[src/hdl/cct_led_dimmer_with_fade_core_defines.svh]
// assertion macros for the cct led dimmer core
`ifndef CCT_LED_DIMMER_WITH_FADE_CORE_DEFINES_SVH
`define CCT_LED_DIMMER_WITH_FADE_CORE_DEFINES_SVH

// same-cycle implication, off during reset
`define CLD_ASSERT(lbl, ante, cons, msg) \
    lbl: assert property (@(posedge i_clk) disable iff (!i_rst_n) (ante) |-> (cons)) \
        else $error(msg);

// next-cycle implication, off during reset
`define CLD_ASSERT_NEXT(lbl, ante, cons, msg) \
    lbl: assert property (@(posedge i_clk) disable iff (!i_rst_n) (ante) |=> (cons)) \
        else $error(msg);

`endif

[src/hdl/cld_pkg.sv]
`default_nettype none

package cld_pkg;

    typedef logic [6:0] t_pct;

    typedef struct packed {
        logic hit;
        t_pct tone;
        t_pct bright;
    } t_preset;

    localparam logic [3:0] MODE_TICK       = 4'd0;
    localparam logic [3:0] MODE_ON         = 4'd1;
    localparam logic [3:0] MODE_OFF        = 4'd2;
    localparam logic [3:0] MODE_SET_BRIGHT = 4'd3;
    localparam logic [3:0] MODE_BRIGHT_UP  = 4'd4;
    localparam logic [3:0] MODE_BRIGHT_DN  = 4'd5;
    localparam logic [3:0] MODE_SET_TONE   = 4'd6;
    localparam logic [3:0] MODE_TONE_UP    = 4'd7;
    localparam logic [3:0] MODE_TONE_DN    = 4'd8;
    localparam logic [3:0] MODE_PRESET     = 4'd9;

    localparam t_pct PCT_MAX     = 7'd100;
    localparam t_pct PCT_HALF    = 7'd50;
    localparam t_pct BRIGHT_STEP = 7'd5;
    localparam t_pct BRIGHT_MIN  = 7'd10;
    localparam t_pct TONE_STEP   = 7'd10;
    localparam int   NEAR_DIST   = 50;

    localparam logic [1:0] WAIT_FAST = 2'd0;
    localparam logic [1:0] WAIT_SLOW = 2'd2;

    // target = floor(b * part * DUTY_MAX / 5000) via reciprocal multiply
    localparam int DIV_DEN     = 5000;
    localparam int RECIP_SHIFT = 26;

    localparam int GROUP_W     = 8;
    localparam int MODE_W      = 4;
    localparam int IN_TDATA_W  = 16;
    localparam int OUT_DUTY_W  = 10;
    localparam int OUT_TDATA_W = 24;
    localparam int OUT_ON_BIT   = 20;
    localparam int OUT_FADE_BIT = 21;
    localparam int OUT_ACK_BIT  = 22;

    function automatic t_pct sat_pct(input logic [7:0] v);
        return (v > 8'(PCT_MAX)) ? PCT_MAX : v[6:0];
    endfunction

    function automatic t_pct bright_step(input t_pct b, input logic up);
        t_pct r;
        if (up) begin
            r = (b >= PCT_MAX - BRIGHT_STEP) ? PCT_MAX : b + BRIGHT_STEP;
        end else begin
            r = (b >= BRIGHT_MIN + BRIGHT_STEP) ? b - BRIGHT_STEP : BRIGHT_MIN;
        end
        return r;
    endfunction

    function automatic t_preset preset_lookup(input logic [7:0] sel);
        t_preset p;
        p = '{hit: 1'b1, tone: PCT_HALF, bright: PCT_MAX};
        case (sel)
            8'd0: p.tone = 7'd0;
            8'd1: p.tone = PCT_HALF;
            8'd2: p.tone = PCT_MAX;
            8'd3: p.bright = PCT_HALF;
            8'd4: p.bright = 7'd30;
            8'd5: p.bright = BRIGHT_MIN;
            default: p.hit = 1'b0;
        endcase
        return p;
    endfunction

endpackage

`default_nettype wire

[src/hdl/cld_target.sv]
`default_nettype none

module cld_target #(
    parameter int DUTY_MAX = 1023
) (
    input  cld_pkg::t_pct                      i_bright,
    input  cld_pkg::t_pct                      i_tone,
    output logic [$clog2(DUTY_MAX+1)-1:0]      o_warm,
    output logic [$clog2(DUTY_MAX+1)-1:0]      o_cool
);
    import cld_pkg::*;

    localparam int DW = $clog2(DUTY_MAX + 1);
    localparam logic [63:0] RECIP =
        ((64'(DUTY_MAX) << RECIP_SHIFT) + 64'(DIV_DEN - 1)) / 64'(DIV_DEN);
    localparam int MW = $clog2(RECIP + 64'd1);
    localparam int TW = MW + 7;
    localparam int PW = TW + 7;
    localparam int QW = PW - RECIP_SHIFT;

    // part * reciprocal for every percent value
    logic [TW-1:0] w_part_tab [0:PCT_MAX];

    for (genvar gi = 0; gi <= int'(PCT_MAX); gi++) begin : g_tab
        assign w_part_tab[gi] = TW'(gi) * TW'(RECIP);
    end

    t_pct          w_warm_part;
    logic [PW-1:0] w_warm_prod;
    logic [PW-1:0] w_cool_prod;
    logic [QW-1:0] w_warm_q;
    logic [QW-1:0] w_cool_q;

    assign w_warm_part = PCT_MAX - i_tone;
    assign w_warm_prod = PW'(i_bright) * PW'(w_part_tab[w_warm_part]);
    assign w_cool_prod = PW'(i_bright) * PW'(w_part_tab[i_tone]);
    assign w_warm_q    = w_warm_prod[PW-1:RECIP_SHIFT];
    assign w_cool_q    = w_cool_prod[PW-1:RECIP_SHIFT];

    assign o_warm = (w_warm_q > QW'(DUTY_MAX)) ? DW'(DUTY_MAX) : w_warm_q[DW-1:0];
    assign o_cool = (w_cool_q > QW'(DUTY_MAX)) ? DW'(DUTY_MAX) : w_cool_q[DW-1:0];

endmodule

`default_nettype wire

[src/hdl/cct_led_dimmer_with_fade_core.sv]
`default_nettype none
`include "cct_led_dimmer_with_fade_core_defines.svh"

// Two-channel warm/cool LED dimmer with fading. Each input item is a tick
// (tuser mode 0) or a command addressed by its group byte; commands whose group
// differs from the device group register are ignored. Every item yields one
// result item with both current duties, the on flag, the fading flag and an
// acknowledge for on/off commands. An item passes an input register and then a
// result register, and one item is taken in every clock while the result side
// keeps up. The whole state update, including the two target multiplies of the
// scaling unit, sits between those two registers. DUTY_MAX sets the internal
// duty width; the duty fields on the result side carry its low ten bits.
module cct_led_dimmer_with_fade_core #(
    parameter int DUTY_MAX = 1023
) (
    input  logic                                 i_clk,
    input  logic                                 i_rst_n,
    input  logic                                 i_cfg_we,
    input  logic [cld_pkg::GROUP_W-1:0]          i_cfg_wdata,
    input  logic                                 s_axis_tvalid,
    output logic                                 s_axis_tready,
    // group [7:0], value [15:8]
    input  logic [cld_pkg::IN_TDATA_W-1:0]       s_axis_tdata,
    // mode [3:0]
    input  logic [cld_pkg::MODE_W-1:0]           s_axis_tuser,
    output logic                                 m_axis_tvalid,
    input  logic                                 m_axis_tready,
    // warm_duty [9:0], cool_duty [19:10], lamp_on [20], fading [21],
    // acknowledged [22], zero [23]
    output logic [cld_pkg::OUT_TDATA_W-1:0]      m_axis_tdata
);
    import cld_pkg::*;

    localparam int DW = $clog2(DUTY_MAX + 1);

    logic [GROUP_W-1:0] r_group_cfg;

    logic               r_in_valid;
    logic [MODE_W-1:0]  r_in_mode;
    logic [7:0]         r_in_group;
    logic [7:0]         r_in_value;

    t_pct               r_brt, n_brt;
    t_pct               r_tone, n_tone;
    logic [DW-1:0]      r_warm_tgt, n_warm_tgt;
    logic [DW-1:0]      r_cool_tgt, n_cool_tgt;
    logic [DW-1:0]      r_warm_now, n_warm_now;
    logic [DW-1:0]      r_cool_now, n_cool_now;
    logic [1:0]         r_wait_lim, n_wait_lim;
    logic [1:0]         r_wait_cnt, n_wait_cnt;
    logic               r_fading, n_fading;
    logic               r_on, n_on;
    logic               n_ack;

    logic                   r_out_valid;
    logic [OUT_TDATA_W-1:0] r_out_data;

    logic          w_advance;
    logic          w_take;
    logic          w_cmd_ok;
    logic [DW-1:0] w_warm_dist;
    logic [DW-1:0] w_cool_dist;
    logic          w_near_warm;
    logic          w_near_cool;
    logic [DW-1:0] w_calc_warm;
    logic [DW-1:0] w_calc_cool;
    t_preset       w_preset;

    assign w_advance     = !r_out_valid || m_axis_tready;
    assign s_axis_tready = !r_in_valid || w_advance;
    assign w_take        = r_in_valid && w_advance;

    assign w_cmd_ok = (r_in_mode != MODE_TICK) && (r_in_mode <= MODE_PRESET)
                   && (r_in_group == r_group_cfg);

    assign w_warm_dist = (r_warm_tgt > r_warm_now) ? r_warm_tgt - r_warm_now
                                                   : r_warm_now - r_warm_tgt;
    assign w_cool_dist = (r_cool_tgt > r_cool_now) ? r_cool_tgt - r_cool_now
                                                   : r_cool_now - r_cool_tgt;
    assign w_near_warm = (r_warm_tgt != r_warm_now) && (w_warm_dist < DW'(NEAR_DIST));
    assign w_near_cool = (r_cool_tgt != r_cool_now) && (w_cool_dist < DW'(NEAR_DIST));

    assign w_preset = preset_lookup(r_in_value);

    // brightness and tone update
    always_comb begin
        t_pct v_b1;
        logic v_up;
        v_up   = (r_in_mode == MODE_BRIGHT_UP);
        v_b1   = (!r_fading || w_near_warm) ? bright_step(r_brt, v_up) : r_brt;
        n_brt  = r_brt;
        n_tone = r_tone;
        if (w_cmd_ok) begin
            case (r_in_mode)
                MODE_SET_BRIGHT: begin
                    n_brt = sat_pct(r_in_value);
                end
                MODE_BRIGHT_UP, MODE_BRIGHT_DN: begin
                    n_brt = (r_fading && w_near_cool) ? bright_step(v_b1, v_up) : v_b1;
                end
                MODE_SET_TONE: begin
                    n_tone = sat_pct(r_in_value);
                end
                MODE_TONE_UP: begin
                    if (!r_fading) begin
                        n_tone = sat_pct(8'(r_tone) + 8'(TONE_STEP));
                    end
                end
                MODE_TONE_DN: begin
                    if (!r_fading) begin
                        n_tone = (r_tone >= TONE_STEP + TONE_STEP) ? r_tone - TONE_STEP : 7'd0;
                    end
                end
                MODE_PRESET: begin
                    if (w_preset.hit) begin
                        n_tone = w_preset.tone;
                        n_brt  = w_preset.bright;
                    end
                end
                default: begin
                end
            endcase
        end
    end

    cld_target #(
        .DUTY_MAX (DUTY_MAX)
    ) u_target (
        .i_bright (n_brt),
        .i_tone   (n_tone),
        .o_warm   (w_calc_warm),
        .o_cool   (w_calc_cool)
    );

    // duties, targets, fade timing and flags
    always_comb begin
        n_warm_tgt = r_warm_tgt;
        n_cool_tgt = r_cool_tgt;
        n_warm_now = r_warm_now;
        n_cool_now = r_cool_now;
        n_wait_lim = r_wait_lim;
        n_wait_cnt = r_wait_cnt;
        n_fading   = r_fading;
        n_on       = r_on;
        n_ack      = 1'b0;
        if (r_in_mode == MODE_TICK) begin
            if (r_wait_cnt >= r_wait_lim) begin
                n_wait_cnt = 2'd0;
                if (r_warm_tgt > r_warm_now) begin
                    n_warm_now = r_warm_now + DW'(1);
                end else if (r_warm_tgt < r_warm_now) begin
                    n_warm_now = r_warm_now - DW'(1);
                end
                if (r_cool_tgt > r_cool_now) begin
                    n_cool_now = r_cool_now + DW'(1);
                end else if (r_cool_tgt < r_cool_now) begin
                    n_cool_now = r_cool_now - DW'(1);
                end
                if (n_warm_now == r_warm_tgt && n_cool_now == r_cool_tgt) begin
                    n_fading = 1'b0;
                end
            end else begin
                n_wait_cnt = r_wait_cnt + 2'd1;
            end
        end else if (w_cmd_ok) begin
            n_fading = 1'b1;
            case (r_in_mode)
                MODE_ON, MODE_PRESET: begin
                    n_on       = 1'b1;
                    n_wait_lim = WAIT_FAST;
                    n_warm_tgt = w_calc_warm;
                    n_cool_tgt = w_calc_cool;
                    n_warm_now = w_calc_warm;
                    n_cool_now = w_calc_cool;
                    n_ack      = (r_in_mode == MODE_ON);
                end
                MODE_OFF: begin
                    n_on       = 1'b0;
                    n_wait_lim = WAIT_FAST;
                    n_warm_tgt = '0;
                    n_cool_tgt = '0;
                    n_warm_now = '0;
                    n_cool_now = '0;
                    n_ack      = 1'b1;
                end
                MODE_SET_BRIGHT, MODE_SET_TONE: begin
                    n_wait_lim = WAIT_FAST;
                    n_warm_tgt = w_calc_warm;
                    n_cool_tgt = w_calc_cool;
                end
                MODE_BRIGHT_UP, MODE_BRIGHT_DN: begin
                    n_wait_lim = WAIT_SLOW;
                    n_warm_tgt = w_calc_warm;
                    n_cool_tgt = w_calc_cool;
                end
                MODE_TONE_UP: begin
                    if (!r_fading) begin
                        if (r_tone < PCT_MAX) begin
                            n_wait_lim = WAIT_SLOW;
                        end
                        n_warm_tgt = w_calc_warm;
                        n_cool_tgt = w_calc_cool;
                    end
                end
                MODE_TONE_DN: begin
                    if (!r_fading) begin
                        if (r_tone >= TONE_STEP) begin
                            n_wait_lim = WAIT_SLOW;
                        end
                        n_warm_tgt = w_calc_warm;
                        n_cool_tgt = w_calc_cool;
                    end
                end
                default: begin
                end
            endcase
        end
    end

    always_ff @(posedge i_clk) begin
        if (!i_rst_n) begin
            r_group_cfg <= '0;
        end else if (i_cfg_we) begin
            r_group_cfg <= i_cfg_wdata;
        end
    end

    always_ff @(posedge i_clk) begin
        if (!i_rst_n) begin
            r_in_valid <= 1'b0;
        end else if (s_axis_tready) begin
            r_in_valid <= s_axis_tvalid;
        end
    end

    always_ff @(posedge i_clk) begin
        if (s_axis_tvalid && s_axis_tready) begin
            r_in_mode  <= s_axis_tuser;
            r_in_group <= s_axis_tdata[7:0];
            r_in_value <= s_axis_tdata[15:8];
        end
    end

    always_ff @(posedge i_clk) begin
        if (!i_rst_n) begin
            r_brt      <= '0;
            r_tone     <= '0;
            r_warm_tgt <= '0;
            r_cool_tgt <= '0;
            r_warm_now <= '0;
            r_cool_now <= '0;
            r_wait_lim <= '0;
            r_wait_cnt <= '0;
            r_fading   <= 1'b0;
            r_on       <= 1'b0;
        end else if (w_take) begin
            r_brt      <= n_brt;
            r_tone     <= n_tone;
            r_warm_tgt <= n_warm_tgt;
            r_cool_tgt <= n_cool_tgt;
            r_warm_now <= n_warm_now;
            r_cool_now <= n_cool_now;
            r_wait_lim <= n_wait_lim;
            r_wait_cnt <= n_wait_cnt;
            r_fading   <= n_fading;
            r_on       <= n_on;
        end
    end

    always_ff @(posedge i_clk) begin
        if (!i_rst_n) begin
            r_out_valid <= 1'b0;
        end else if (w_advance) begin
            r_out_valid <= r_in_valid;
        end
    end

    always_ff @(posedge i_clk) begin
        if (w_take) begin
            r_out_data <= {1'b0, n_ack, n_fading, n_on,
                           OUT_DUTY_W'(n_cool_now), OUT_DUTY_W'(n_warm_now)};
        end
    end

    assign m_axis_tvalid = r_out_valid;
    assign m_axis_tdata  = r_out_data;

    `CLD_ASSERT(a_settled_when_idle, !r_fading, (r_warm_now == r_warm_tgt) && (r_cool_now == r_cool_tgt), "idle with duties off target")
    `CLD_ASSERT(a_ack_sets_fading, r_out_valid && r_out_data[OUT_ACK_BIT], r_out_data[OUT_FADE_BIT], "acknowledged item without fading")
    `CLD_ASSERT(a_wait_cnt_range, 1'b1, r_wait_cnt != 2'd3, "tick counter out of range")
    `CLD_ASSERT(a_duty_range, 1'b1, (r_warm_now <= DW'(DUTY_MAX)) && (r_cool_now <= DW'(DUTY_MAX)), "duty above maximum")
    `CLD_ASSERT_NEXT(a_in_hold, r_in_valid && !w_advance, r_in_valid && $stable(r_in_mode), "stalled item lost")

endmodule

`default_nettype wire

[config.mk]
export PLATFORM = sky130hd
export DESIGN_NAME = cct_led_dimmer_with_fade_core
export DESIGN_NICKNAME = d
export VERILOG_FILES = /design/src/hdl/cld_pkg.sv /design/src/hdl/cld_target.sv /design/src/hdl/cct_led_dimmer_with_fade_core.sv
export VERILOG_INCLUDE_DIRS = /design/src /design/src/hdl
export SDC_FILE = /design/constraint.sdc
export NUM_CORES = 2
export LEC_CHECK = 0
export ABC_CLOCK_PERIOD_IN_PS = 19800
export BUFFER_PORTS_ARGS = -buffer_cell sky130_fd_sc_hd__buf_2
export CAP_MARGIN = 10
export CORE_MARGIN = 2
export CORE_UTILIZATION = 45
export CTS_BUF_LIST = sky130_fd_sc_hd__clkbuf_2 sky130_fd_sc_hd__clkbuf_4 sky130_fd_sc_hd__clkbuf_8
export CTS_CLUSTER_SIZE = 16
export DETAILED_ROUTE_END_ITERATION = 16
export GPL_ROUTABILITY_DRIVEN = 1
export PLACE_DENSITY = 0.58
export SYNTH_ARGS = -nofsm -noshare
export SYNTH_HDL_FRONTEND = slang
export SYNTH_SLANG_ARGS = --single-unit
[constraint.sdc]
create_clock -name i_clk -period 19.8 [get_ports i_clk]
set_input_delay 3.96 -clock i_clk [delete_from_list [all_inputs] [get_ports i_clk]]
set_output_delay 3.96 -clock i_clk [all_outputs]
set_load 0.005 [all_outputs]
==> run metrics <==
Flop pwr share=0.297; Initial DRT Pass Iterations=6; Slew @ Worst Pin=1.24 ns; WL/cell=21.3 microns; Worst R2R End=m_axis_tdata[7]; residual DRC count=0; GRT Residual Overflow=0; Max Clock Freq=75.1 MHz; DIE HEIGHT=246 microns; vias in the first global route=25900; gr usage total=0.295; required time worst endpoint=20.04 ns; non-filler cells, final=4192; final setup margin=roughly 6.5 ns; Setup Buffers After CTS=0; crit-path max FO=73; # port buffers=57; post-DP HPWL=between 60 and 70 mm; Peak VDD IR=about 0.037 mV; P_int=0.480 mW; Final setup viols=0; status=finished, final reports clean; hold_buf cts=0; Worst Hold Class=reg2reg; CP max stage cell=clkinv_1; area grow syn2layout=4.01%; initial antenna violation count=1; Final Wtd Congestion=between 0.9 and 1; Placed Instances=4175; I/O pin total=59; worst hold stages=2; Gate power share=0.502; max-capacitance violation count=0; Post-Syn Area=26400 sq um; crit path capture type=flip-flop; Mapped Nets=4034; Routed WL=between 80 and 90 mm; Avg Synthesized Cell Area=between 7 and 8 sq um; P_sw=0.401 mW; synthesized flop and latch total=112; HP Start=r_warm_tgt[3]; register area share after synthesis=0.101; RSZ-0062 raised after global routing=false; CP arrival=13.57 ns; Post-synth EDFFs=43; TNS Setup=0 ns; cell mode on critical path=fa_1; R2R Setup Slk=6.48 ns; first-pass GRT wire length=144 mm; routed vias/inst=~6.2; die area=between 60000 and 70000 sq um; Mapped Cells=roughly 3500; Setup WS pre-CTS=6.81 ns; clock sinks=112; via count=26200; ys async rst share=0; Synth Warn #=0; Die Span X=around 250 microns; Std-Cell Rows=a little under 90; Clk Latency, worst-skew pair=~0.43 ns; Worst path max stage delay=1.00 ns; Final ANT Viol Nets=0; Worst Reg-to-Reg Cells=37; CTS resizes=0; Yosys cell types=between 100 and 150; reg2reg start=r_in_mode[1]; TritonCTS Buffers=9; Slew Limit Headroom=0.176; Final period util=0.673; final critical-path required period=13.32 ns; Max H-tree Level=3; critical path startpoint=r_in_mode[1]; Initial Util=0.457; post-layout net count=3908; core area=57900 sq um; Slew Limit Fails=0; final hold vios=0; clock tree buffer depth=2; Worst Skew=approximately 0.020 ns; register clock-pin slew on the reported worst setup and hold paths=roughly 0.13 ns; crit path capture=m_axis_tdata[7]; clock group share of total power=0.202; Main synth FF type=dfxtp_1; Crit Path Category=reg2reg; share of post-route cells with drive strength above 1=0.0703; initial DRC count=2540; leak pwr=12.5 nW; startpoint types=flip-flop; power per cell area=32.0 nW/um^2; Sw Share=0.455; Clock Tree Root=clkbuf_8; largest net degree at the start of global routing=74; TritonCTS clock tree=built
through the flow:
stage	hold slack [ns]	instance area, sq um	power, mW	utilization
6_report	0.471	27500	0.881	0.475
3_5_place_dp	0.458	27200	0.696	0.471
2_1_floorplan	0.440	26400	0.570	-
4_1_cts	0.476	27500	0.875	0.475
5_1_grt	0.486	27500	0.931	0.475
3_3_place_gp	0.451	27200	0.692	0.470
synthesized netlist by cell type, types with 26 or more instances:
cell      number  area (sq um)
a211oi_1      41           308
a21o_1        67           503
a21oi_1      235          1180
a31oi_1       59           369
and2_1        31           194
and3_1        32           200
buf_2         26           130
clkbuf_1     184           691
dfxtp_1       69          1380
edfxtp_1      43          1290
fa_1         280          5610
ha_1         174          2180
inv_1        306          1150
mux2i_1       28           280
nand2_1      279          1050
nand2b_1      76           475
nand3_1       68           340
nor2_1       520          1950
nor2b_1       58           363
nor3_1        69           345
o211ai_1      49           368
o21ai_0      224          1120
o21ai_1       45           225
or2_2         49           307
xnor2_1       64           561
xor2_1        26           228
worst max-delay path, delay by kind of cell, from the launching register on:
family	cells	cell delay, ns
DFF	1	0.77
adders and majority gates	8	4.06
buffers and inverters	5	1.94
muxes	1	0.64
and+or+nand+nor	10	2.20
AOI/OAI and AO/OA	13	3.44
cells by family after synthesis:
group / after synthesis / synth area share
xor+xnor: 91 / 0.0304
flops: 112 / 0.101
other cells: 1 / 0.000142
compound gates: 996 / 0.245
mux: 40 / 0.0168
simple gates: 1295 / 0.230
buf+inv: 556 / 0.0823
fa+ha+maj: 456 / 0.295
routing by layer:
metal / GRT usage / part of all wire / vias up
met5: 0 / 0 / -
met2: 0.476 / 0.46 / 1133
li1: - / - / 12000
met3: 0.0245 / 0.069 / 124
met1: 0.422 / 0.45 / 12900
met4: 0.0815 / 0.023 / 0
worst min path at each step:
| stage | end | slack, ns |
|---|---|---|
| floorplan | r_warm_tgt[3] | 0.44 |
| global placement | r_warm_tgt[3] | 0.45 |
| detailed placement | r_warm_tgt[3] | 0.46 |
| CTS | r_warm_tgt[3] | 0.48 |
| global route | r_warm_tgt[3] | 0.49 |
| finish | r_warm_tgt[3] | 0.47 |
cells in the final DEF (no fill, tap or decap), drive strengths merged, types with 15 or more instances in the layout:
| cell type | instances |
|---|---|
| o21bai | 15 |
| nand2b | 76 |
| edfxtp | 43 |
| a211oi | 42 |
| nor2b | 58 |
| buf | 109 |
| dfxtp | 69 |
| nand2 | 280 |
| inv | 311 |
| and3 | 32 |
| ha | 174 |
| o21ai | 270 |
| xnor2 | 65 |
| a221oi | 22 |
| o211ai | 49 |
| nand4 | 25 |
| mux2i | 30 |
| or2 | 52 |
| o311ai | 15 |
| fa | 280 |
| o22ai | 24 |
| o31ai | 22 |
| nand3 | 68 |
| nor3 | 69 |
| nor2 | 523 |
| xor2 | 26 |
| o21a | 20 |
| a21oi | 238 |
| a31oi | 59 |
| a21o | 67 |
| nor4 | 20 |
| and2 | 31 |
power groups by stage:
stage / clock network [mW] / logic (mW) / registers (mW)
after floorplan: 0 / 0.312 / 0.258
after detailed placement: 0 / 0.430 / 0.266
after CTS: 0.182 / 0.432 / 0.261
after global routing: 0.187 / 0.482 / 0.263
after global placement: 0 / 0.426 / 0.266
final: 0.178 / 0.442 / 0.261
registers in the layout, indices dropped and copies added, names as in the netlist, 2 cells and up:
name	count
m_axis_tdata	23
r_brt	7
r_cool_now	10
r_cool_tgt	10
r_group_cfg	8
r_in_group	8
r_in_mode	4
r_in_value	8
r_tone	7
r_wait_cnt	2
r_warm_now	10
r_warm_tgt	10
cell type report:
type                    instances  area [sq um]
diodes                          1          2.50
clock buffers                   9           124
clock inverters                 7           125
fillers                      5913         30400
inverters                     309          1160
multi-input cells            2879         21800
flip-flops and latches        112          2670
well taps                     765           957
repair buffers                110           686
(Power assumes the default switching activity.)
